--- src/design/msgpack_token_decoder_core_assert.svh ---
// ----------------------------------------------------------------------------
// msgpack token decoder assertion macros
// Short wrappers for the concurrent checks of the decoder core.
// ----------------------------------------------------------------------------
`ifndef MSGPACK_TOKEN_DECODER_CORE_ASSERT_SVH
`define MSGPACK_TOKEN_DECODER_CORE_ASSERT_SVH

// condition must hold at every edge out of reset
`define MTD_ASSERT_ALWAYS(label, clk, rst, cond, msg) \
  label: assert property (@(posedge clk) disable iff (rst) (cond)) else $error(msg);

// consequent must hold at the same edge as the antecedent
`define MTD_ASSERT_IMP(label, clk, rst, ante, cons, msg) \
  label: assert property (@(posedge clk) disable iff (rst) (ante) |-> (cons)) \
    else $error(msg);

`endif

--- src/design/mtd_pkg.sv ---
// ----------------------------------------------------------------------------
// mtd_pkg
// Widths, token kinds, parse phases and lead-byte decoding of the decoder.
// ----------------------------------------------------------------------------
package mtd_pkg;

  localparam int DataW   = 8;
  localparam int KindW   = 5;
  localparam int ValueW  = 64;
  localparam int HdrCntW = 4;
  localparam int PayCntW = 32;

  typedef enum logic [KindW-1:0] {
    KIND_NIL     = 5'd0,
    KIND_FALSE   = 5'd1,
    KIND_TRUE    = 5'd2,
    KIND_INT8    = 5'd3,
    KIND_INT16   = 5'd4,
    KIND_INT32   = 5'd5,
    KIND_INT64   = 5'd6,
    KIND_UINT8   = 5'd7,
    KIND_UINT16  = 5'd8,
    KIND_UINT32  = 5'd9,
    KIND_UINT64  = 5'd10,
    KIND_FLOAT32 = 5'd11,
    KIND_FLOAT64 = 5'd12,
    KIND_STR8    = 5'd13,
    KIND_STR16   = 5'd14,
    KIND_STR32   = 5'd15,
    KIND_BIN8    = 5'd16,
    KIND_BIN16   = 5'd17,
    KIND_BIN32   = 5'd18,
    KIND_ARRAY8  = 5'd19,
    KIND_ARRAY16 = 5'd20,
    KIND_ARRAY32 = 5'd21,
    KIND_MAP8    = 5'd22,
    KIND_MAP16   = 5'd23,
    KIND_MAP32   = 5'd24,
    KIND_EOF     = 5'd25,
    KIND_ERROR   = 5'd26
  } kind_t;

  typedef enum logic [1:0] {
    PH_IDLE    = 2'd0,
    PH_HEADER  = 2'd1,
    PH_PAYLOAD = 2'd2
  } phase_t;

  // what a lead byte asks for
  typedef struct packed {
    logic                done;   // token complete with this byte
    logic                start;  // header bytes follow
    logic                err;    // unknown lead byte
    kind_t               kind;
    logic [HdrCntW-1:0]  len;
    logic [DataW-1:0]    value;
  } lead_t;

  function automatic logic is_strbin(input kind_t kind);
    return (kind >= KIND_STR8) && (kind <= KIND_BIN32);
  endfunction

  function automatic lead_t lead_decode(input logic [DataW-1:0] b);
    lead_t l;
    l = '{done: 1'b0, start: 1'b0, err: 1'b0, kind: KIND_NIL,
          len: '0, value: '0};
    unique case (b) inside
      [8'h00:8'h7F], [8'hE0:8'hFF]: begin
        l.done  = 1'b1;
        l.kind  = KIND_INT8;
        l.value = b;
      end
      [8'h80:8'h8F]: begin
        l.done  = 1'b1;
        l.kind  = KIND_MAP8;
        l.value = {4'h0, b[3:0]};
      end
      [8'h90:8'h9F]: begin
        l.done  = 1'b1;
        l.kind  = KIND_ARRAY8;
        l.value = {4'h0, b[3:0]};
      end
      [8'hA0:8'hBF]: begin
        l.done  = 1'b1;
        l.kind  = KIND_STR8;
        l.value = {3'h0, b[4:0]};
      end
      8'hC0: begin l.done = 1'b1; l.kind = KIND_NIL;   end
      8'hC2: begin l.done = 1'b1; l.kind = KIND_FALSE; end
      8'hC3: begin l.done = 1'b1; l.kind = KIND_TRUE;  end
      8'hC4: begin l.start = 1'b1; l.kind = KIND_BIN8;    l.len = 4'd1; end
      8'hC5: begin l.start = 1'b1; l.kind = KIND_BIN16;   l.len = 4'd2; end
      8'hC6: begin l.start = 1'b1; l.kind = KIND_BIN32;   l.len = 4'd4; end
      8'hCA: begin l.start = 1'b1; l.kind = KIND_FLOAT32; l.len = 4'd4; end
      8'hCB: begin l.start = 1'b1; l.kind = KIND_FLOAT64; l.len = 4'd8; end
      8'hCC: begin l.start = 1'b1; l.kind = KIND_UINT8;   l.len = 4'd1; end
      8'hCD: begin l.start = 1'b1; l.kind = KIND_UINT16;  l.len = 4'd2; end
      8'hCE: begin l.start = 1'b1; l.kind = KIND_UINT32;  l.len = 4'd4; end
      8'hCF: begin l.start = 1'b1; l.kind = KIND_UINT64;  l.len = 4'd8; end
      8'hD0: begin l.start = 1'b1; l.kind = KIND_INT8;    l.len = 4'd1; end
      8'hD1: begin l.start = 1'b1; l.kind = KIND_INT16;   l.len = 4'd2; end
      8'hD2: begin l.start = 1'b1; l.kind = KIND_INT32;   l.len = 4'd4; end
      8'hD3: begin l.start = 1'b1; l.kind = KIND_INT64;   l.len = 4'd8; end
      8'hD9: begin l.start = 1'b1; l.kind = KIND_STR8;    l.len = 4'd1; end
      8'hDA: begin l.start = 1'b1; l.kind = KIND_STR16;   l.len = 4'd2; end
      8'hDB: begin l.start = 1'b1; l.kind = KIND_STR32;   l.len = 4'd4; end
      8'hDC: begin l.start = 1'b1; l.kind = KIND_ARRAY16; l.len = 4'd2; end
      8'hDD: begin l.start = 1'b1; l.kind = KIND_ARRAY32; l.len = 4'd4; end
      8'hDE: begin l.start = 1'b1; l.kind = KIND_MAP16;   l.len = 4'd2; end
      8'hDF: begin l.start = 1'b1; l.kind = KIND_MAP32;   l.len = 4'd4; end
      // never-used code, ext and fixext
      default: begin
        l.err  = 1'b1;
        l.kind = KIND_ERROR;
      end
    endcase
    return l;
  endfunction

endpackage

--- src/design/mtd_in_if.sv ---
// ----------------------------------------------------------------------------
// mtd_in_if
// Byte channel into the decoder: one encoded byte and its end-of-buffer mark.
// ----------------------------------------------------------------------------
interface mtd_in_if;
  import mtd_pkg::*;

  logic             valid;
  logic             ready;
  logic [DataW-1:0] data_byte;
  logic             end_of_buffer;

  modport source (output valid, output data_byte, output end_of_buffer, input ready);
  modport sink   (input valid, input data_byte, input end_of_buffer, output ready);
endinterface

--- src/design/mtd_out_if.sv ---
// ----------------------------------------------------------------------------
// mtd_out_if
// Token channel out of the decoder: one header, payload, eof or error result.
// ----------------------------------------------------------------------------
interface mtd_out_if;
  import mtd_pkg::*;

  logic              valid;
  logic              ready;
  logic [KindW-1:0]  token_kind;
  logic              is_payload;
  logic [ValueW-1:0] header_value;
  logic [DataW-1:0]  payload_byte;
  logic              last_of_run;

  modport source (output valid, output token_kind, output is_payload,
                  output header_value, output payload_byte, output last_of_run,
                  input ready);
  modport sink   (input valid, input token_kind, input is_payload,
                  input header_value, input payload_byte, input last_of_run,
                  output ready);
endinterface

--- src/design/msgpack_token_decoder_core.sv ---
// ----------------------------------------------------------------------------
// msgpack_token_decoder_core
// Byte-at-a-time MessagePack tokenizer with valid/ready channels.
// ----------------------------------------------------------------------------
// byte_in takes one encoded word per cycle while its ready is high: data_byte
// plus end_of_buffer on the last byte of a buffer. token_out gives one result
// word per cycle while its ready is high: value headers, str/bin payload bytes,
// eof and error, with last_of_run on the final result caused by a given input byte.
// A byte is registered at acceptance, decoded against the parse state while
// it sits in the input register, and its results land in the result
// register, from which token_out is driven; a byte whose results find the
// result register full waits in the input register.
// Throughput is one byte per clock while token_out is ready. A byte that
// yields two results (a token and eof) holds the result register until both
// are taken, the only case where the input register waits on a ready token_out.
// Header bytes in progress and bytes ignored after an error make no result
// and pass through without using the result register.
// While token_out is stalled one more byte is held in the input register,
// then byte_in.ready drops.
// Reset clears the parse state and the valid flags of both registers; parsing
// restarts at a lead byte. End of buffer also returns the parse state to reset.
// ----------------------------------------------------------------------------
`include "msgpack_token_decoder_core_assert.svh"

module msgpack_token_decoder_core (
  input  logic clk,
  input  logic rst,
  mtd_in_if.sink    byte_in,
  mtd_out_if.source token_out
);
  import mtd_pkg::*;

  // input register
  logic             a_valid;
  logic [DataW-1:0] a_data;
  logic             a_eob;

  // parse state
  phase_t             phase, phase_next;
  kind_t              pend_kind, pend_kind_next;
  logic [HdrCntW-1:0] hdr_left, hdr_left_next;
  logic [ValueW-1:0]  acc, acc_next;
  logic [PayCntW-1:0] pay_left, pay_left_next;
  logic               err_seen, err_seen_next;

  // result register: one token word and a pending eof
  logic              tok_valid;
  logic              eof_valid;
  kind_t             r_kind;
  logic              r_pay;
  logic [ValueW-1:0] r_value;
  logic [DataW-1:0]  r_byte;

  // decode results
  lead_t             lead;
  logic [ValueW-1:0] acc_shift;
  logic              fin;
  kind_t             fin_kind;
  logic [ValueW-1:0] fin_value;
  logic              err_now;
  logic              gen_tok;
  logic              gen_eof;
  kind_t             t_kind;
  logic              t_pay;
  logic [ValueW-1:0] t_value;
  logic [DataW-1:0]  t_byte;

  logic in_take, out_take, out_last_take, slot_free, a_advance;

  always_comb begin
    lead           = lead_decode(a_data);
    acc_shift      = {acc[ValueW-DataW-1:0], a_data};
    phase_next     = phase;
    pend_kind_next = pend_kind;
    hdr_left_next  = hdr_left;
    acc_next       = acc;
    pay_left_next  = pay_left;
    err_seen_next  = err_seen;
    fin            = 1'b0;
    fin_kind       = KIND_NIL;
    fin_value      = '0;
    err_now        = 1'b0;
    gen_tok        = 1'b0;
    gen_eof        = 1'b0;
    t_kind         = KIND_NIL;
    t_pay          = 1'b0;
    t_value        = '0;
    t_byte         = '0;

    if (!err_seen) begin
      unique case (phase)
        PH_HEADER: begin
          acc_next      = acc_shift;
          hdr_left_next = hdr_left - 1'b1;
          if (hdr_left <= HdrCntW'(1)) begin
            fin       = 1'b1;
            fin_kind  = pend_kind;
            fin_value = acc_shift;
          end
        end
        PH_PAYLOAD: begin
          gen_tok       = 1'b1;
          t_kind        = pend_kind;
          t_pay         = 1'b1;
          t_byte        = a_data;
          pay_left_next = pay_left - 1'b1;
          if (pay_left <= PayCntW'(1)) begin
            pay_left_next  = '0;
            phase_next     = PH_IDLE;
            pend_kind_next = KIND_NIL;
          end
        end
        // idle, and the unused phase code
        default: begin
          if (lead.err) begin
            gen_tok       = 1'b1;
            t_kind        = KIND_ERROR;
            err_now       = 1'b1;
            err_seen_next = 1'b1;
          end else if (lead.start) begin
            pend_kind_next = lead.kind;
            hdr_left_next  = lead.len;
            acc_next       = '0;
            phase_next     = PH_HEADER;
          end else begin
            fin       = lead.done;
            fin_kind  = lead.kind;
            fin_value = {{(ValueW-DataW){1'b0}}, lead.value};
          end
        end
      endcase

      if (fin) begin
        gen_tok        = 1'b1;
        t_kind         = fin_kind;
        t_value        = fin_value;
        hdr_left_next  = '0;
        acc_next       = '0;
        phase_next     = PH_IDLE;
        pend_kind_next = KIND_NIL;
        pay_left_next  = '0;
        // non-empty str or bin: payload words follow
        if (is_strbin(fin_kind) && (fin_value != '0)) begin
          phase_next     = PH_PAYLOAD;
          pend_kind_next = fin_kind;
          pay_left_next  = fin_value[PayCntW-1:0];
        end
      end
    end

    if (a_eob) begin
      gen_eof        = !err_seen && !err_now;
      phase_next     = PH_IDLE;
      pend_kind_next = KIND_NIL;
      hdr_left_next  = '0;
      acc_next       = '0;
      pay_left_next  = '0;
      err_seen_next  = 1'b0;
    end
  end

  // handshakes
  assign out_take      = token_out.valid && token_out.ready;
  assign out_last_take = out_take && !(tok_valid && eof_valid);
  assign slot_free     = (!tok_valid && !eof_valid) || out_last_take;
  assign a_advance     = a_valid && (!(gen_tok || gen_eof) || slot_free);
  assign byte_in.ready = !a_valid || a_advance;
  assign in_take       = byte_in.valid && byte_in.ready;

  always_ff @(posedge clk) begin
    if (rst) begin
      a_valid <= 1'b0;
    end else if (in_take) begin
      a_valid <= 1'b1;
    end else if (a_advance) begin
      a_valid <= 1'b0;
    end
  end

  always_ff @(posedge clk) begin
    if (in_take) begin
      a_data <= byte_in.data_byte;
      a_eob  <= byte_in.end_of_buffer;
    end
  end

  always_ff @(posedge clk) begin
    if (rst) begin
      phase     <= PH_IDLE;
      pend_kind <= KIND_NIL;
      hdr_left  <= '0;
      acc       <= '0;
      pay_left  <= '0;
      err_seen  <= 1'b0;
    end else if (a_advance) begin
      phase     <= phase_next;
      pend_kind <= pend_kind_next;
      hdr_left  <= hdr_left_next;
      acc       <= acc_next;
      pay_left  <= pay_left_next;
      err_seen  <= err_seen_next;
    end
  end

  always_ff @(posedge clk) begin
    if (rst) begin
      tok_valid <= 1'b0;
      eof_valid <= 1'b0;
    end else if (a_advance && (gen_tok || gen_eof)) begin
      tok_valid <= gen_tok;
      eof_valid <= gen_eof;
    end else if (out_take) begin
      if (tok_valid) begin
        tok_valid <= 1'b0;
      end else begin
        eof_valid <= 1'b0;
      end
    end
  end

  always_ff @(posedge clk) begin
    if (a_advance && gen_tok) begin
      r_kind  <= t_kind;
      r_pay   <= t_pay;
      r_value <= t_value;
      r_byte  <= t_byte;
    end
  end

  // token word first, then the eof word
  assign token_out.valid        = tok_valid || eof_valid;
  assign token_out.token_kind   = tok_valid ? r_kind : KIND_EOF;
  assign token_out.is_payload   = tok_valid ? r_pay : 1'b0;
  assign token_out.header_value = tok_valid ? r_value : '0;
  assign token_out.payload_byte = tok_valid ? r_byte : '0;
  assign token_out.last_of_run  = !(tok_valid && eof_valid);

  `MTD_ASSERT_IMP(a_payload_kind, clk, rst,
    token_out.valid && token_out.is_payload,
    (token_out.token_kind >= KIND_STR8) && (token_out.token_kind <= KIND_BIN32),
    "payload word with a non str/bin kind")
  `MTD_ASSERT_IMP(a_payload_count, clk, rst,
    phase == PH_PAYLOAD, pay_left != '0,
    "payload phase with no bytes left")
  `MTD_ASSERT_IMP(a_header_count, clk, rst,
    phase == PH_HEADER, (hdr_left != '0) && (hdr_left <= HdrCntW'(8)),
    "header byte count out of range")
  `MTD_ASSERT_IMP(a_error_idle, clk, rst,
    err_seen, phase == PH_IDLE,
    "error state with parse in progress")
  `MTD_ASSERT_IMP(a_eof_last, clk, rst,
    token_out.valid && (token_out.token_kind == KIND_EOF), token_out.last_of_run,
    "eof word not last of its run")

endmodule
--- src/flat_wrapper.sv ---
// flat-port wrapper written by rule: the top's interface ports become plain ports
module msgpack_token_decoder_core_flat import mtd_pkg::*;
  (clk, rst, byte_in_valid, byte_in_data_byte, byte_in_end_of_buffer, byte_in_ready, token_out_valid, token_out_token_kind, token_out_is_payload, token_out_header_value, token_out_payload_byte, token_out_last_of_run, token_out_ready);
  mtd_in_if byte_in_i ();
  mtd_out_if token_out_i ();
  input  logic clk;
  input  logic rst;
  input wire logic [$bits(byte_in_i.valid)-1:0] byte_in_valid;
  input wire logic [$bits(byte_in_i.data_byte)-1:0] byte_in_data_byte;
  input wire logic [$bits(byte_in_i.end_of_buffer)-1:0] byte_in_end_of_buffer;
  output wire logic [$bits(byte_in_i.ready)-1:0] byte_in_ready;
  output wire logic [$bits(token_out_i.valid)-1:0] token_out_valid;
  output wire logic [$bits(token_out_i.token_kind)-1:0] token_out_token_kind;
  output wire logic [$bits(token_out_i.is_payload)-1:0] token_out_is_payload;
  output wire logic [$bits(token_out_i.header_value)-1:0] token_out_header_value;
  output wire logic [$bits(token_out_i.payload_byte)-1:0] token_out_payload_byte;
  output wire logic [$bits(token_out_i.last_of_run)-1:0] token_out_last_of_run;
  input wire logic [$bits(token_out_i.ready)-1:0] token_out_ready;
  assign byte_in_i.valid = byte_in_valid;
  assign byte_in_i.data_byte = byte_in_data_byte;
  assign byte_in_i.end_of_buffer = byte_in_end_of_buffer;
  assign byte_in_ready = byte_in_i.ready;
  assign token_out_valid = token_out_i.valid;
  assign token_out_token_kind = token_out_i.token_kind;
  assign token_out_is_payload = token_out_i.is_payload;
  assign token_out_header_value = token_out_i.header_value;
  assign token_out_payload_byte = token_out_i.payload_byte;
  assign token_out_last_of_run = token_out_i.last_of_run;
  assign token_out_i.ready = token_out_ready;
  msgpack_token_decoder_core u_core (.clk(clk), .rst(rst), .byte_in(byte_in_i), .token_out(token_out_i));
endmodule
--- config.mk ---
export PLATFORM = sky130hd
export DESIGN_NAME = msgpack_token_decoder_core_flat
export DESIGN_NICKNAME = d
export VERILOG_FILES = /design/src/design/mtd_pkg.sv /design/src/design/mtd_in_if.sv /design/src/design/mtd_out_if.sv /design/src/design/msgpack_token_decoder_core.sv /design/src/flat_wrapper.sv
export VERILOG_INCLUDE_DIRS = /design/src /design/src/design
export SDC_FILE = /design/constraint.sdc
export NUM_CORES = 1
export LEC_CHECK = 0
export ABC_CLOCK_PERIOD_IN_PS = 4600
export BUFFER_PORTS_ARGS = -buffer_cell sky130_fd_sc_hd__buf_2
export CAP_MARGIN = 20
export CORE_UTILIZATION = 30
export CTS_CLUSTER_SIZE = 28
export DETAILED_ROUTE_END_ITERATION = 10
export SYNTH_ARGS = -nofsm -noshare
export SYNTH_HDL_FRONTEND = slang
export SYNTH_SLANG_ARGS = --single-unit
--- constraint.sdc ---
create_clock -name clk -period 4.6 [get_ports clk]
set_input_delay 0.46 -clock clk [delete_from_list [all_inputs] [get_ports clk]]
set_output_delay 0.46 -clock clk [all_outputs]
set_load 0.01 [all_outputs]
Word level (Yosys, flattened, before mapping)
Cells that the tools add are included.
{ "totals": {"regBits": 190, "latch_bits": 0, "ramBits": 0, "romBits": 0, "memories": 0} }
{ "op_classes": {"add_sub_neg": 2, "multipliers": 0, "div": 0, "order_cmp": 14, "n_eq_ne": 30, "n_shift": 0, "mux": 78, "bitwise": 2, "reduce_logical": 54} }
{ "op_table": {"columns": ["operator", "n"], "rows": [
  ["56-bit two-way mux", 5],
  ["64-bit two-way mux", 4],
  ["32-bit two-way mux", 6],
  ["8-bit equality test, second input constant", 23],
  ["64-bit one-hot mux with 2 select lines", 1],
  ["5-bit one-hot mux with 25 select lines", 1],
  ["56-bit one-hot mux with 2 select lines", 1],
  ["5-bit two-way mux", 14],
  ["64-bit nonzero test", 1],
  ["8-bit >= comparator, second input constant", 4],
  ["32-bit by 1-bit <= comparator with 1-bit output, second input constant", 1],
  ["8-bit <= comparator, second input constant", 4],
  ["32-bit by 1-bit subtractor with 32-bit output, second input constant", 1],
  ["5-bit one-hot mux with 2 select lines", 3],
  ["28-bit OR reduction", 1],
  ["8-bit one-hot mux with 3 select lines", 1],
  ["1-bit two-way mux", 23],
  ["4-bit two-way mux", 5],
  ["20-bit OR reduction", 1],
  ["1-bit logical AND", 16],
  ["8-bit two-way mux", 2],
  ["4-bit one-hot mux with 4 select lines", 1],
  ["4-bit nonzero test", 4],
  ["2-bit two-way mux", 7],
  ["other kinds (30)", 50]
]} }

Logic depth before layout (Yosys ltp)
Gate-level depths: netlist (run 1).
{ "logic_depth": {"depth_word": 17, "depth_mapped": 13, "ltp_nobuf": 10} }

Least setup slack after synthesis (run 1)
Ideal clock, no wire load.
{ "synth_path": {"path_type": "register to register", "from": "register u_core.phase[0]", "to": "register u_core.r_byte[0] (enable)", "setup_time_ns": 0.432, "arrival_ns": 3.429, "required_ns": 4.168, "slack_ns": 0.740, "path_stages_with_launch": 9, "n_path_buf": 1, "synth_period_minus_slack_ns": 3.860, "path_cell_list": "dfxtp_1 -> inv_1 -> ha_1 -> or4b_4 -> or2_2 -> buf_2 -> nand2_1 -> o31ai_1 -> inv_1"} }
{ "synth_via": {"elab_chain_cells": 12} }
{ "synth_rtl": {"columns": ["item", "line_no", "source"], "rows": [
  ["from (decl)", "msgpack_token_decoder_core.sv:39", "phase_t phase, phase_next;"],
  ["from (signal assigned)", "msgpack_token_decoder_core.sv:196", "phase <= phase_next;"],
  ["2-bit by 1-bit equality test with 1-bit output / 2-bit equality test (equally long branches)", "msgpack_token_decoder_core.sv:91", "unique case (phase)"],
  ["2-bit OR reduction (no line)", null, null],
  ["1-bit two-way mux", "msgpack_token_decoder_core.sv:91", null],
  ["1-bit two-way mux", "msgpack_token_decoder_core.sv:90", "if (!err_seen) begin"],
  ["1-bit zero test", "msgpack_token_decoder_core.sv:152", "gen_eof = !err_seen && !err_now;"],
  ["1-bit logical AND", "msgpack_token_decoder_core.sv:152", null],
  ["1-bit two-way mux", "msgpack_token_decoder_core.sv:151", "if (a_eob) begin"],
  ["1-bit logical OR", "msgpack_token_decoder_core.sv:166", "assign a_advance = a_valid && (!(gen_tok || gen_eof) || slot_free);"],
  ["1-bit zero test", "msgpack_token_decoder_core.sv:166", null],
  ["1-bit logical OR", "msgpack_token_decoder_core.sv:166", null],
  ["1-bit logical AND", "msgpack_token_decoder_core.sv:166", null],
  ["1-bit logical AND *", "msgpack_token_decoder_core.sv:222", "if (a_advance && gen_tok) begin"],
  ["to (signal assigned)", "msgpack_token_decoder_core.sv:226", "r_byte <= t_byte;"],
  ["to (decl)", "msgpack_token_decoder_core.sv:52", "logic [DataW-1:0] r_byte;"]
]} }
Mark *: on every way between the ends. The rest lies on a longest branch, timed or not. The select of a mux whose other input is x is not followed.
A chain may end at the register's enable or synchronous reset.

Final worst setup path (run 1)
{ "layout_path": {"from": "register u_core.a_data[3]", "to": "register u_core.r_byte[7] (enable)"} }
{ "layout_via": {"elab_chain_cells": 15} }
{ "layout_rtl": {"columns": ["item", "line_no", "source"], "rows": [
  ["from (decl)", "msgpack_token_decoder_core.sv:35", "logic [DataW-1:0] a_data;"],
  ["from (signal assigned)", "msgpack_token_decoder_core.sv:182", "a_data <= byte_in.data_byte;"],
  ["8-bit >= comparator (not written as such) (tied with other cells)", "msgpack_token_decoder_core.sv:71", "lead = lead_decode(a_data);"],
  ["1-bit logical AND (not written as such)", "msgpack_token_decoder_core.sv:71", null],
  ["8-bit OR reduction (no line)", null, null],
  ["1-bit two-way mux", "mtd_pkg.sv:67", "unique case (b) inside"],
  ["1-bit two-way mux", "msgpack_token_decoder_core.sv:120", "end else if (lead.start) begin"],
  ["1-bit two-way mux", "msgpack_token_decoder_core.sv:115", "if (lead.err) begin"],
  ["1-bit one-hot mux with 2 select lines", "msgpack_token_decoder_core.sv:91", null],
  ["1-bit two-way mux", "msgpack_token_decoder_core.sv:90", null],
  ["1-bit two-way mux", "msgpack_token_decoder_core.sv:133", "if (fin) begin"],
  ["1-bit two-way mux", "msgpack_token_decoder_core.sv:90", null],
  ["1-bit logical OR", "msgpack_token_decoder_core.sv:166", null],
  ["1-bit zero test", "msgpack_token_decoder_core.sv:166", null],
  ["1-bit logical OR", "msgpack_token_decoder_core.sv:166", null],
  ["1-bit logical AND", "msgpack_token_decoder_core.sv:166", null],
  ["1-bit logical AND *", "msgpack_token_decoder_core.sv:222", null]
]} }
Marked as above.

==> results.md, run 1 <==
* Vert. Die Dim at 184 um
* Cell Int Power at 2680 uW
* Crit path time final at 3580 ps
* Max-slew violations at 0
* Total CTS buffers at 17
* Post-synthesis sequential area ratio at 0.473
* CTS tree: yes
* Max clock buf depth at 2
* Largest net degree at the start of global routing at 78
* P&R area growth vs syn at 14.4%
* Psw at 984 uW
* Clk pwr share at 0.424
* Die area at 33,700 sq um
* Max-Cap Viols at 0
* Syn Area/Cell at 9.04 sq um
* Worst min path class: input pin to flip-flop
* Cell taking the most area after synthesis: edfxtp_1
* Max frequency at 0.279 GHz
* Ranking of synthesized cells by area: edfxtp_1 (26%), dfxtp_1 (21%), and2_1 (9.2%)
* # resized after CTS at 0
* RSZ-0062 raised after global routing: false
* Maximum vdd ir drop at 0.000230 V
* Input/output buffers at 93
* Routed length on met3 at 1530 um
* CP endpoint kind: flip-flop
* Crit path kind: flip-flop to flip-flop
* Total congestion overflow at 0
* EDFF count, synth at 87
* GRT Resource Usage Total at 0.172
* Diode count at 0
* Gpl congestion at 0.907
* Vias per Instance at 5.31
* Cell Pwr Density at 323 nW/um^2
* Total wire length at 28,600 um
* Initial antenna violation count at 0
* Tcrit/Tclk final at 0.779
* Starting DRT DRC Count at 794
* Tightest Pin Transition at 843 ps
* NumNets Final at 1,158
* 1st-pass router iterations at 5
* Flop2flop setup slack at 1020 ps
* Synth Warn # at 0
* # fillers at 3,367
* Sequential power share at 0.500
* CP max-delay cell: edfxtp_1
* Clock slew at the register clock pins of the worst setup and hold paths at 70 ps
* Hold path start: byte_in_data_byte[2]
* CTS root buf: clkbuf_16
* TNS Setup at 0 ps
* Critical path cell sequence: inv_1 -> nor4_1 -> a311oi_2 -> and3_1 -> nand2_1 -> nor2_1 -> o31ai_1 -> clkinv_2 -> buf_4
* Vias at 8,465
* H-tree levels at 4
* Hold buffers post-CTS at 0
* Final core occ at 0.349
* DP HPWL at 19,000 um
* Core ar. at 32,500 sq um
* Startpoint types: flip-flop
* Wire per inst at 17.9 um
* Mapped Area at 9890 sq um
* Row count at 66
* Post-route ant nets at 0
* Reg2Reg Capture Point: u_core.r_byte[7]
* Critical Path AT at 3760 ps
* Share of the synthesized area in the top cell type at 0.264
* Mapped Nets at 1,113
* Met2 Routed Length at 13,000 um
* Comb power frac at 0.076
* Flops & latches, synth at 190
* I/O Pins at 94
* Top Layer Used: met4
* Status: finished, final reports clean
* TritonCTS Sinks at 190
* Setup bufs post-CTS at 0
* Initial Util at 0.305
* Post-synthesis cell type count at 81
* Required @ worst endpoint at 4780 ps
* Hold worst-path end: u_core.a_data[2]
* Largest fanout on the critical path at 20
* Max-slew headroom at 0.434
* Share of layout cells above drive strength 1 at 0.161
* First-pass GRT wire length at 45,000 um
* Switching fraction of total power at 0.269
* Die width at 184 um
* Vias in the first global route at 7,872
* Synthesized instance count at 1,094
* Critical R2R Launch: u_core.a_data[3]
* Drt drc at 0
* Worst R2R Path Depth at 9
* CP peak stage delay at 790 ps
* P_leak at 0.00409 uW
* Final setup vio count at 0
* Main synth FF type: dfxtp_1
* Final hold vios at 0
* M1 WL at 13,300 um
* Fin Clk Skew at 9.92 ps
* Post-synth ARST share at 0
* Clock latency on the worst-skew pair at 450 ps
* Hold path depth at 1
==> routing by layer <==
layer | vias up | GRT usage
met2 | 260 | 0.259
met5 | - | 0
met4 | 0 | 0.0657
met3 | 48 | 0.0319
li1 | 4035 | -
met1 | 4122 | 0.241
==> worst max path at each step <==
stage                     cells after the start        startpoint  slack [ps]                 to
after floorplan                               8   u_core.phase[0]         740   u_core.r_byte[0]
after global placement                        9  u_core.a_data[3]        1120  u_core.r_value[1]
after detailed placement                      9  u_core.a_data[3]        1070  u_core.r_value[0]
after CTS                                     9  u_core.a_data[3]        1030       u_core.r_pay
after global routing                          9  u_core.a_data[3]         810       u_core.r_pay
final                                         9  u_core.a_data[3]        1020   u_core.r_byte[7]
==> stage by stage <==
stage / power (uW) / hold slack (ps) / worst slack, ps / cell area (sq um) / std cells
after CTS: 3690 / 168 / 1030 / 11300 / 1594
after global routing: 3780 / 163 / 811 / 11300 / 1594
after detailed placement: 2150 / 465 / 1070 / 10700 / 1562
after floorplan: 2050 / 440 / 740 / 9890 / 1094
final: 3660 / 183 / 1020 / 11300 / 1594
after global placement: 2150 / 454 / 1120 / 10700 / 1562
==> power groups by stage <==
stage | clock network, uW | logic, uW | registers, uW
6_report | 1550 | 278 | 1830
5_1_grt | 1640 | 305 | 1840
4_1_cts | 1580 | 280 | 1830
3_5_place_dp | 0 | 278 | 1870
2_1_floorplan | 0 | 203 | 1850
3_3_place_gp | 0 | 278 | 1870
==> synthesized netlist by cell type, drive strengths merged (21+ instances only) <==
master / instances
edfxtp: 87
nor4: 30
buf: 42
clkbuf: 44
o21ai: 29
nor2: 55
nand3: 76
inv: 21
nor3: 32
a21oi: 105
dfxtp: 103
and2: 147
nand2: 109
==> layout make-up <==
| cell class | count | area, sq um | area share |
|---|---|---|---|
| clock buffer | 17 | 425 | 0.0376 |
| timing repair buffer | 112 | 648 | 0.0573 |
| multi-input combinational | 797 | 4750 | 0.419 |
| inverter | 21 | 80.1 | 0.00707 |
| sequential | 190 | 4680 | 0.413 |
| tap | 442 | 553 | 0.0489 |
| clock inverter | 15 | 190 | 0.0168 |
==> kinds of logic (layout without fill, tap and decap cells) <==
group | after synthesis | in the layout | share of synthesized area
AND/OR/NAND/NOR | 532 | 532 | 0.292
AO/OA/AOI/OAI | 248 | 248 | 0.169
flip-flops | 190 | 190 | 0.473
buffers and inverters | 107 | 165 | 0.0491
XOR/XNOR | 9 | 9 | 0.00797
adder cells (fa/ha/maj) | 6 | 6 | 0.00759
multiplexers | 2 | 2 | 0.00202
==> registers in the layout (all words and copies together) (netlist names) <==
signal            count
u_core.a_valid        1
u_core.acc           56
u_core.r_kind         5
u_core.a_data         8
u_core.pend_kind      5
u_core.eof_valid      1
u_core.phase          2
u_core.hdr_left       4
u_core.r_byte         8
u_core.pay_left      32
u_core.r_value       64
u_core.err_seen       1
u_core.a_eob          1
u_core.r_pay          1
u_core.tok_valid      1
==> critical path: cells and delay by family (launching register included) <==
family,cells,cell delay (ps)
compound gates,2,530
buf+inv,3,1040
flops,1,790
simple gates,4,910
==> layout by cell type (no fill, tap or decap), types with 6 or more instances in the layout <==
cell type	instances
o211ai_1	6
inv_1	19
edfxtp_1	87
o31ai_1	7
a31o_2	6
buf_4	17
o21ai_0	23
nand4_1	12
a21o_1	8
nand2_1	108
o21ai_1	6
nand2b_1	15
nor4_1	28
a22oi_1	10
nor2_1	52
and2_1	146
a31oi_1	8
o2bb2ai_1	13
clkbuf_16	17
nand3b_1	7
ha_1	6
buf_2	92
a31o_1	9
nand3_1	75
dfxtp_1	102
or2_2	6
or3_1	11
nor2b_1	8
a21oi_1	102
nor3_1	29
(Power assumes the default switching activity.)
==> run 2: changes to the inputs <==
--- a/config.mk
+++ b/config.mk
@@ -6,7 +6,7 @@
 export SDC_FILE = /design/constraint.sdc
 export NUM_CORES = 1
 export LEC_CHECK = 0
-export ABC_CLOCK_PERIOD_IN_PS = 4600
+export ABC_CLOCK_PERIOD_IN_PS = 3000
 export BUFFER_PORTS_ARGS = -buffer_cell sky130_fd_sc_hd__buf_2
 export CAP_MARGIN = 20
 export CORE_UTILIZATION = 30
==> constraint.sdc (replaced) <==
create_clock -name clk -period 3 [get_ports clk]
set_input_delay 0.3 -clock clk [delete_from_list [all_inputs] [get_ports clk]]
set_output_delay 0.3 -clock clk [all_outputs]
set_load 0.01 [all_outputs]
==> run 2 against run 1 <==
  * Sequential cell count did not move
  * Clock skew rose by 2.7 ps
  * Critical path depth did not move
  * Cell count rose by 4.6%
  * Highest routed layer unchanged
==> results.md, run 2 (synthesis results as in run 1) <==
* Post-route ant nets at 0 (unchanged)
* TNS Setup at 0 ps (unchanged)
* Worst min path class: input pin to flip-flop (unchanged)
* GR Util met3 at 0.0313 (was 0.0319)
* Power Total at 5680 uW (was 3660 uW)
* Most common cell after layout, fill and taps aside: and2_1 (unchanged)
* Largest fanout on the critical path at 7 (was 20)
* Setup WS pre-CTS at -49.1 ps (was 1070 ps)
* CTS tree: yes (unchanged)
* Fin Clk Skew at 12.6 ps (was 9.92 ps)
* Die width at 184 um (unchanged)
* Starting DRT DRC Count at 786 (was 794)
* Largest net degree at the start of global routing at 81 (was 78)
* Wire per inst at 17.3 um (was 17.9 um)
* Crit path kind: flip-flop to output port (was flip-flop to flip-flop)
* Regs by FF count: u_core.r_value: 64 flops, u_core.acc: 56 flops, u_core.pay_left: 32 flops (unchanged)
* Initial antenna violation count at 0 (unchanged)
* Required @ worst endpoint at 2700 ps (was 4780 ps)
* Core ar. at 32,500 sq um (unchanged)
* Busiest metal layer after global routing: met2 (unchanged)
* CTS root buf: clkbuf_16 (unchanged)
* Critical Path AT at 2590 ps (was 3760 ps)
* Clock slew at the register clock pins of the worst setup and hold paths at 80 ps (was 70 ps)
* Cell Pwr Density at 473 nW/um^2 (was 323 nW/um^2)
* Total congestion overflow at 0 (unchanged)
* GR Util met1 at 0.240 (was 0.241)
* Setup ws final at 107 ps (was 1020 ps)
* Total wire length at 28,800 um (was 28,600 um)
* Input/output buffers at 93 (unchanged)
* Crit path time final at 2890 ps
* Vias in the first global route at 8,229 (was 7,872)
* Tcrit/Tclk final at 0.964
* Diode count at 0 (unchanged)
* GR Layer Usage met2 at 0.265 (was 0.259)
* Gpl congestion at 0.892 (was 0.907)
* CP endpoint kind: output port (was flip-flop)
* Max-Cap Viols at 0 (unchanged)
* Vert. Die Dim at 184 um (unchanged)
* Most flops, register: u_core.r_value (unchanged)
* Status: finished, final reports clean (unchanged)
* DP HPWL at 19,900 um (was 19,000 um)
* Max frequency at 0.346 GHz
* Max reg flops at 64 (unchanged)
* Maximum vdd ir drop at 0.000283 V (was 0.000230 V)
* P&R area growth vs syn at 21.5% (was 14.4%)
* Row count at 66 (unchanged)
* Total CTS buffers at 17 (unchanged)
* Share of layout cells above drive strength 1 at 0.219 (was 0.161)
* I/O Pins at 94 (unchanged)
* Startpoint types: flip-flop (unchanged)
* GRT Resource Usage Total at 0.173 (was 0.172)
* Vias at 8,677 (was 8,465)
* NumNets Final at 1,232 (was 1,158)
* Drt drc at 0 (unchanged)
* Final hold vios at 0 (unchanged)
* Die area at 33,700 sq um (unchanged)
* H-tree levels at 4 (unchanged)
* TritonCTS Sinks at 190 (unchanged)
* 1st-pass router iterations at 5 (unchanged)
* Tightest Pin Transition at 599 ps (was 843 ps)
* Initial Util at 0.305 (unchanged)
* P_leak at 0.00448 uW (was 0.00409 uW)
* First-pass GRT wire length at 45,700 um (was 45,000 um)
* Max-slew headroom at 0.601 (was 0.434)
* Max clock buf depth at 2 (unchanged)
* Vias per Instance at 5.20 (was 5.31)
* Max-slew violations at 0 (unchanged)
* Clock latency on the worst-skew pair at 450 ps (about the same)
* Final setup vio count at 0 (unchanged)
* Most frequent cells in the layout: and2_1 (146), nand2_1 (108), a21oi_1 (102) (was and2_1 (146), nand2_1 (108), a21oi_1 (102), dfxtp_1 (102), buf_2 (92))
-- run 2: changes by cell type in the layout (fill, tap and decap cells not counted), sizes merged --
cell      delta
buf         +74
bufinv       -1
inv          -1
clkbuf       +2
clkinv       -1
clkinvlp     +1
-- run 2: metrics by stage --
| stage | instances | cell area [sq um] | utilization | hold WS [ps] |
|---|---|---|---|---|
| global placement | 1623 | 11300 | 0.347 | 453 |
| CTS | 1656 | 11900 | 0.367 | 10.4 |
| finish | 1668 | 12000 | 0.370 | 28.1 |
| global route | 1668 | 12000 | 0.370 | 10.8 |
| floorplan | 1094 | 9950 | - | 399 |
| detailed placement | 1623 | 11300 | 0.347 | 463 |
-- run 2: final cells by class --
class / instances / area (sq um)
clock buffers: 19 / 464
clock inverters: 13 / 161
fillers: 3274 / 20400
inverters: 21 / 82.6
multi-input cells: 797 / 4810
flip-flops and latches: 190 / 4680
well taps: 442 / 553
repair buffers: 186 / 1270
-- run 2: critical path, cell delays in order (launching register included) --
cell,delay [ps]
edfxtp_1,470
buf_4,180
buf_4,140
nor4_1,510
a311oi_4,110
and3_1,190
nand2_1,90
nand3_1,150
nand3_1,150
buf_2,140
-- run 2: final timing paths --
check | endpoint | from | slack (ps) | cells past startpoint
hold / removal | u_core.a_data[7] | byte_in_data_byte[7] | 30 | 1
setup / recovery | byte_in_ready | u_core.a_data[2] | 110 | 9
hold reg to reg | u_core.acc[48] | u_core.acc[48] | 470 | 2
setup reg to reg | u_core.r_value[16] | u_core.a_data[2] | 140 | 9
-- run 2: repair_timing --
action / in CTS / in global routing
gates resized for setup: 0 / 2
buffers inserted: 1 / 12
hold buffers: 0 / 0
hold endpoints to repair: 0 / 0
setup endpoints to repair: 4 / 89
cloned: 0 / 0
pin swaps: 1 / 0
-- run 2: layer usage --
layer	wire, um	up-vias	share of wire
li1	-	4187	-
met1	13800	4206	0.48
met2	13100	236	0.45
met3	1330	48	0.046
met4	668	0	0.023
met5	0	-	0
-- run 2: power by group --
group,internal (uW),switching [uW],total [uW],leakage (uW)
registers,2760,25.2,2790,0.00159
logic,202,329,531,0.00258
clock network,1200,1160,2360,0.000305
total,4160,1520,5680,0.00448
==> run 3: changes to the inputs <==
--- a/config.mk
+++ b/config.mk
@@ -12,6 +12,7 @@
 export CORE_UTILIZATION = 30
 export CTS_CLUSTER_SIZE = 28
 export DETAILED_ROUTE_END_ITERATION = 10
+export PLACE_DENSITY = 0.59
 export SYNTH_ARGS = -nofsm -noshare
 export SYNTH_HDL_FRONTEND = slang
 export SYNTH_SLANG_ARGS = --single-unit
==> constraint.sdc (replaced) <==
create_clock -name clk -period 3 [get_ports clk]
set_input_delay 0.3 -clock clk [delete_from_list [all_inputs] [get_ports clk]]
set_output_delay 0.3 -clock clk [all_outputs]
set_load 0.05 [all_outputs]
==> run 3 against run 2 <==
  * Count of clock-buffer cells in the layout shrank 1
  * Critical endpoint is now u_core.r_value[31]
  * Highest routed layer unchanged
  * Via count is essentially flat
  * Utilization shrank 0.19 points
==> results.md, run 3 (synthesis results as in run 1) <==
* Vert. Die Dim at 184 um (unchanged)
* Largest net degree at the start of global routing at 62 (was 81)
* Drt drc at 0 (unchanged)
* Max-Cap Viols at 0 (unchanged)
* Input/output buffers at 93 (unchanged)
* Clock slew at the register clock pins of the worst setup and hold paths at 70 ps (was 80 ps)
* Crit path kind: flip-flop to flip-flop (was flip-flop to output port)
* First-pass GRT wire length at 46,100 um (was 45,700 um)
* Post-route ant nets at 0 (unchanged)
* Total congestion overflow at 0 (unchanged)
* Footprint of the multi-input gates at 4800 sq um (was 4810 sq um)
* Starting DRT DRC Count at 563 (was 786)
* Hold path start: byte_in_end_of_buffer (was byte_in_data_byte[7])
* Worst R2R Path Depth at 9 (unchanged)
* Required @ worst endpoint at 3120 ps (was 2700 ps)
* Hold_ws at 27.6 ps (was 28.1 ps)
* # fillers at 3,289 (was 3,274)
* Kind of cell adding the most delay to the critical path: simple AND/OR/NAND/NOR gates (unchanged)
* Critical R2R Launch: u_core.a_data[7] (was u_core.a_data[2])
* Hold worst-path end: u_core.a_eob (was u_core.a_data[7])
* Most common cell after layout, fill and taps aside: and2_1 (unchanged)
* Diode count at 0 (unchanged)
* Worst Setup SP: u_core.a_data[7] (was u_core.a_data[2])
* Die area at 33,700 sq um (unchanged)
* TritonCTS Sinks at 190 (unchanged)
* 1st-pass router iterations at 5 (unchanged)
* Maximum vdd ir drop at 0.000295 V (was 0.000283 V)
* Hold path depth at 1 (unchanged)
* P&R area growth vs syn at 20.9% (was 21.5%)
* Power Total at 5640 uW (was 5680 uW)
* Register area at 4680 sq um (unchanged)
* Cell Pwr Density at 472 nW/um^2 (was 473 nW/um^2)
* Max reg flops at 64 (unchanged)
* Levels on crit path at 9 (unchanged)
* Critical path cell sequence: nand3b_1 -> nor4b_1 -> a311oi_2 -> buf_4 -> and4_1 -> nor3_4 -> o31ai_4 -> clkinvlp_4 -> buf_12 (was buf_4 -> buf_4 -> nor4_1 -> a311oi_4 -> and3_1 -> nand2_1 -> nand3_1 -> nand3_1 -> buf_2)
* CP max-delay cell: nor4b_1 (was nor4_1)
* Worst min path class: input pin to flip-flop (unchanged)
* Gpl congestion at 0.907 (was 0.892)
* Crit path time final at 2870 ps (was 2890 ps)
* Status: finished, final reports clean (unchanged)
* Die width at 184 um (unchanged)
* Vias per Instance at 5.20 (about the same)
* Largest fanout on the critical path at 53 (was 7)
* Regs by FF count: u_core.r_value: 64 flops, u_core.acc: 56 flops, u_core.pay_left: 32 flops (unchanged)
* Vias at 8,675 (was 8,677)
* NumNets Final at 1,233 (was 1,232)
* Fin Clk Skew at 8.91 ps (was 12.6 ps)
* Row count at 66 (unchanged)
* Share of layout cells above drive strength 1 at 0.218 (was 0.219)
* CTS root buf: clkbuf_16 (unchanged)
* Max-slew headroom at 0.553 (was 0.601)
* Vias in the first global route at 8,290 (was 8,229)
* Max frequency at 0.348 GHz (was 0.346 GHz)
* DP HPWL at 20,300 um (was 19,900 um)
* Tightest Pin Transition at 664 ps (was 599 ps)
* CP peak stage delay at 490 ps (was 510 ps)
* Flop2flop setup slack at 130 ps (was 140 ps)
* Final hold vios at 0 (unchanged)
* Total wire length at 29,100 um (was 28,800 um)
* Initial Util at 0.305 (unchanged)
* P_leak at 0.00445 uW (was 0.00448 uW)
* Hold buffers post-CTS at 0 (unchanged)
* Reg2Reg Capture Point: u_core.r_value[31] (was u_core.r_value[16])
* Buf+Inv Stages, Crit Path at 3 (unchanged)
* CP endpoint kind: flip-flop (was output port)
* CTS tree: yes (unchanged)
* Initial antenna violation count at 1 (was 0)
* GRT Resource Usage Total at 0.175 (was 0.173)
* Core ar. at 32,500 sq um (unchanged)
* Tcrit/Tclk final at 0.958 (was 0.964)
* Clock latency on the worst-skew pair at 450 ps (about the same)
* Max clock buf depth at 2 (unchanged)
* Max-slew violations at 0 (unchanged)
* Critical Path AT at 2990 ps (was 2590 ps)
* I/O Pins at 94 (unchanged)
* Most flops, register: u_core.r_value (unchanged)
* Final setup vio count at 0 (unchanged)
* Total CTS buffers at 17 (unchanged)
* Startpoint types: flip-flop (unchanged)
* Most frequent cells in the layout: and2_1 (146), nand2_1 (108), a21oi_1 (102) (unchanged)
* Wire per inst at 17.5 um (was 17.3 um)
* H-tree levels at 4 (unchanged)
-- run 3: power by group --
part           switching (uW)  internal, uW  leakage [uW]
logic                     440           201       0.00259
registers                23.8          2760       0.00159
clock network            1110          1110      0.000274
-- run 3: layout make-up --
cell class	count	area share
clock buffers	18	0.0359
inverters	21	0.00691
flip-flops and latches	190	0.391
multi-input cells	797	0.402
well taps	442	0.0463
clock inverters	14	0.0123
repair buffers	187	0.106
-- run 3: how the worst max path moves through the flow --
stage                               end  slack [ps]
CTS                       byte_in_ready           4
global placement    u_core.pay_left[27]          40
detailed placement  u_core.pay_left[27]           7
floorplan              u_core.r_byte[0]        -360
finish               u_core.r_value[31]         130
global route              byte_in_ready          -1
-- run 3: through the flow --
| step | instances | instance area, sq um | util | TNS [ps] | setup WS, ps |
|---|---|---|---|---|---|
| finish | 1669 | 12000 | 0.368 | 0 | 126 |
| global route | 1669 | 12000 | 0.368 | -1.08 | -1.08 |
| CTS | 1659 | 11900 | 0.366 | 0 | 3.82 |
| detailed placement | 1621 | 11200 | 0.346 | 0 | 7.00 |
| global placement | 1621 | 11200 | 0.346 | 0 | 41.8 |
| floorplan | 1094 | 9950 | - | -28430 | -365 |
-- run 3: worst register-to-register path, stage by stage (launching register included) --
cell        delay [ps]
edfxtp_1           440
nand3b_1           210
nor4b_1            490
a311oi_2           130
buf_4              180
and4_1             220
nor3_4             250
o31ai_4            150
clkinvlp_4         140
buf_12             250
-- run 3: repair_timing --
item                                    4_1_cts  5_1_grt
pin swaps                                     2        1
buffers inserted                              6       10
gates cloned                                  0        0
endpoints found under the setup margin        3       87
gates resized for setup                       0        3
-- run 3: layer usage --
layer | global-route usage | up-vias | part of all wire | wire (um)
met1 | 0.234 | 4209 | 0.46 | 13500
met3 | 0.0258 | 50 | 0.043 | 1240
met4 | 0.0710 | 0 | 0.025 | 736
li1 | - | 4194 | - | -
met2 | 0.282 | 222 | 0.47 | 13700
met5 | 0 | - | 0 | 0
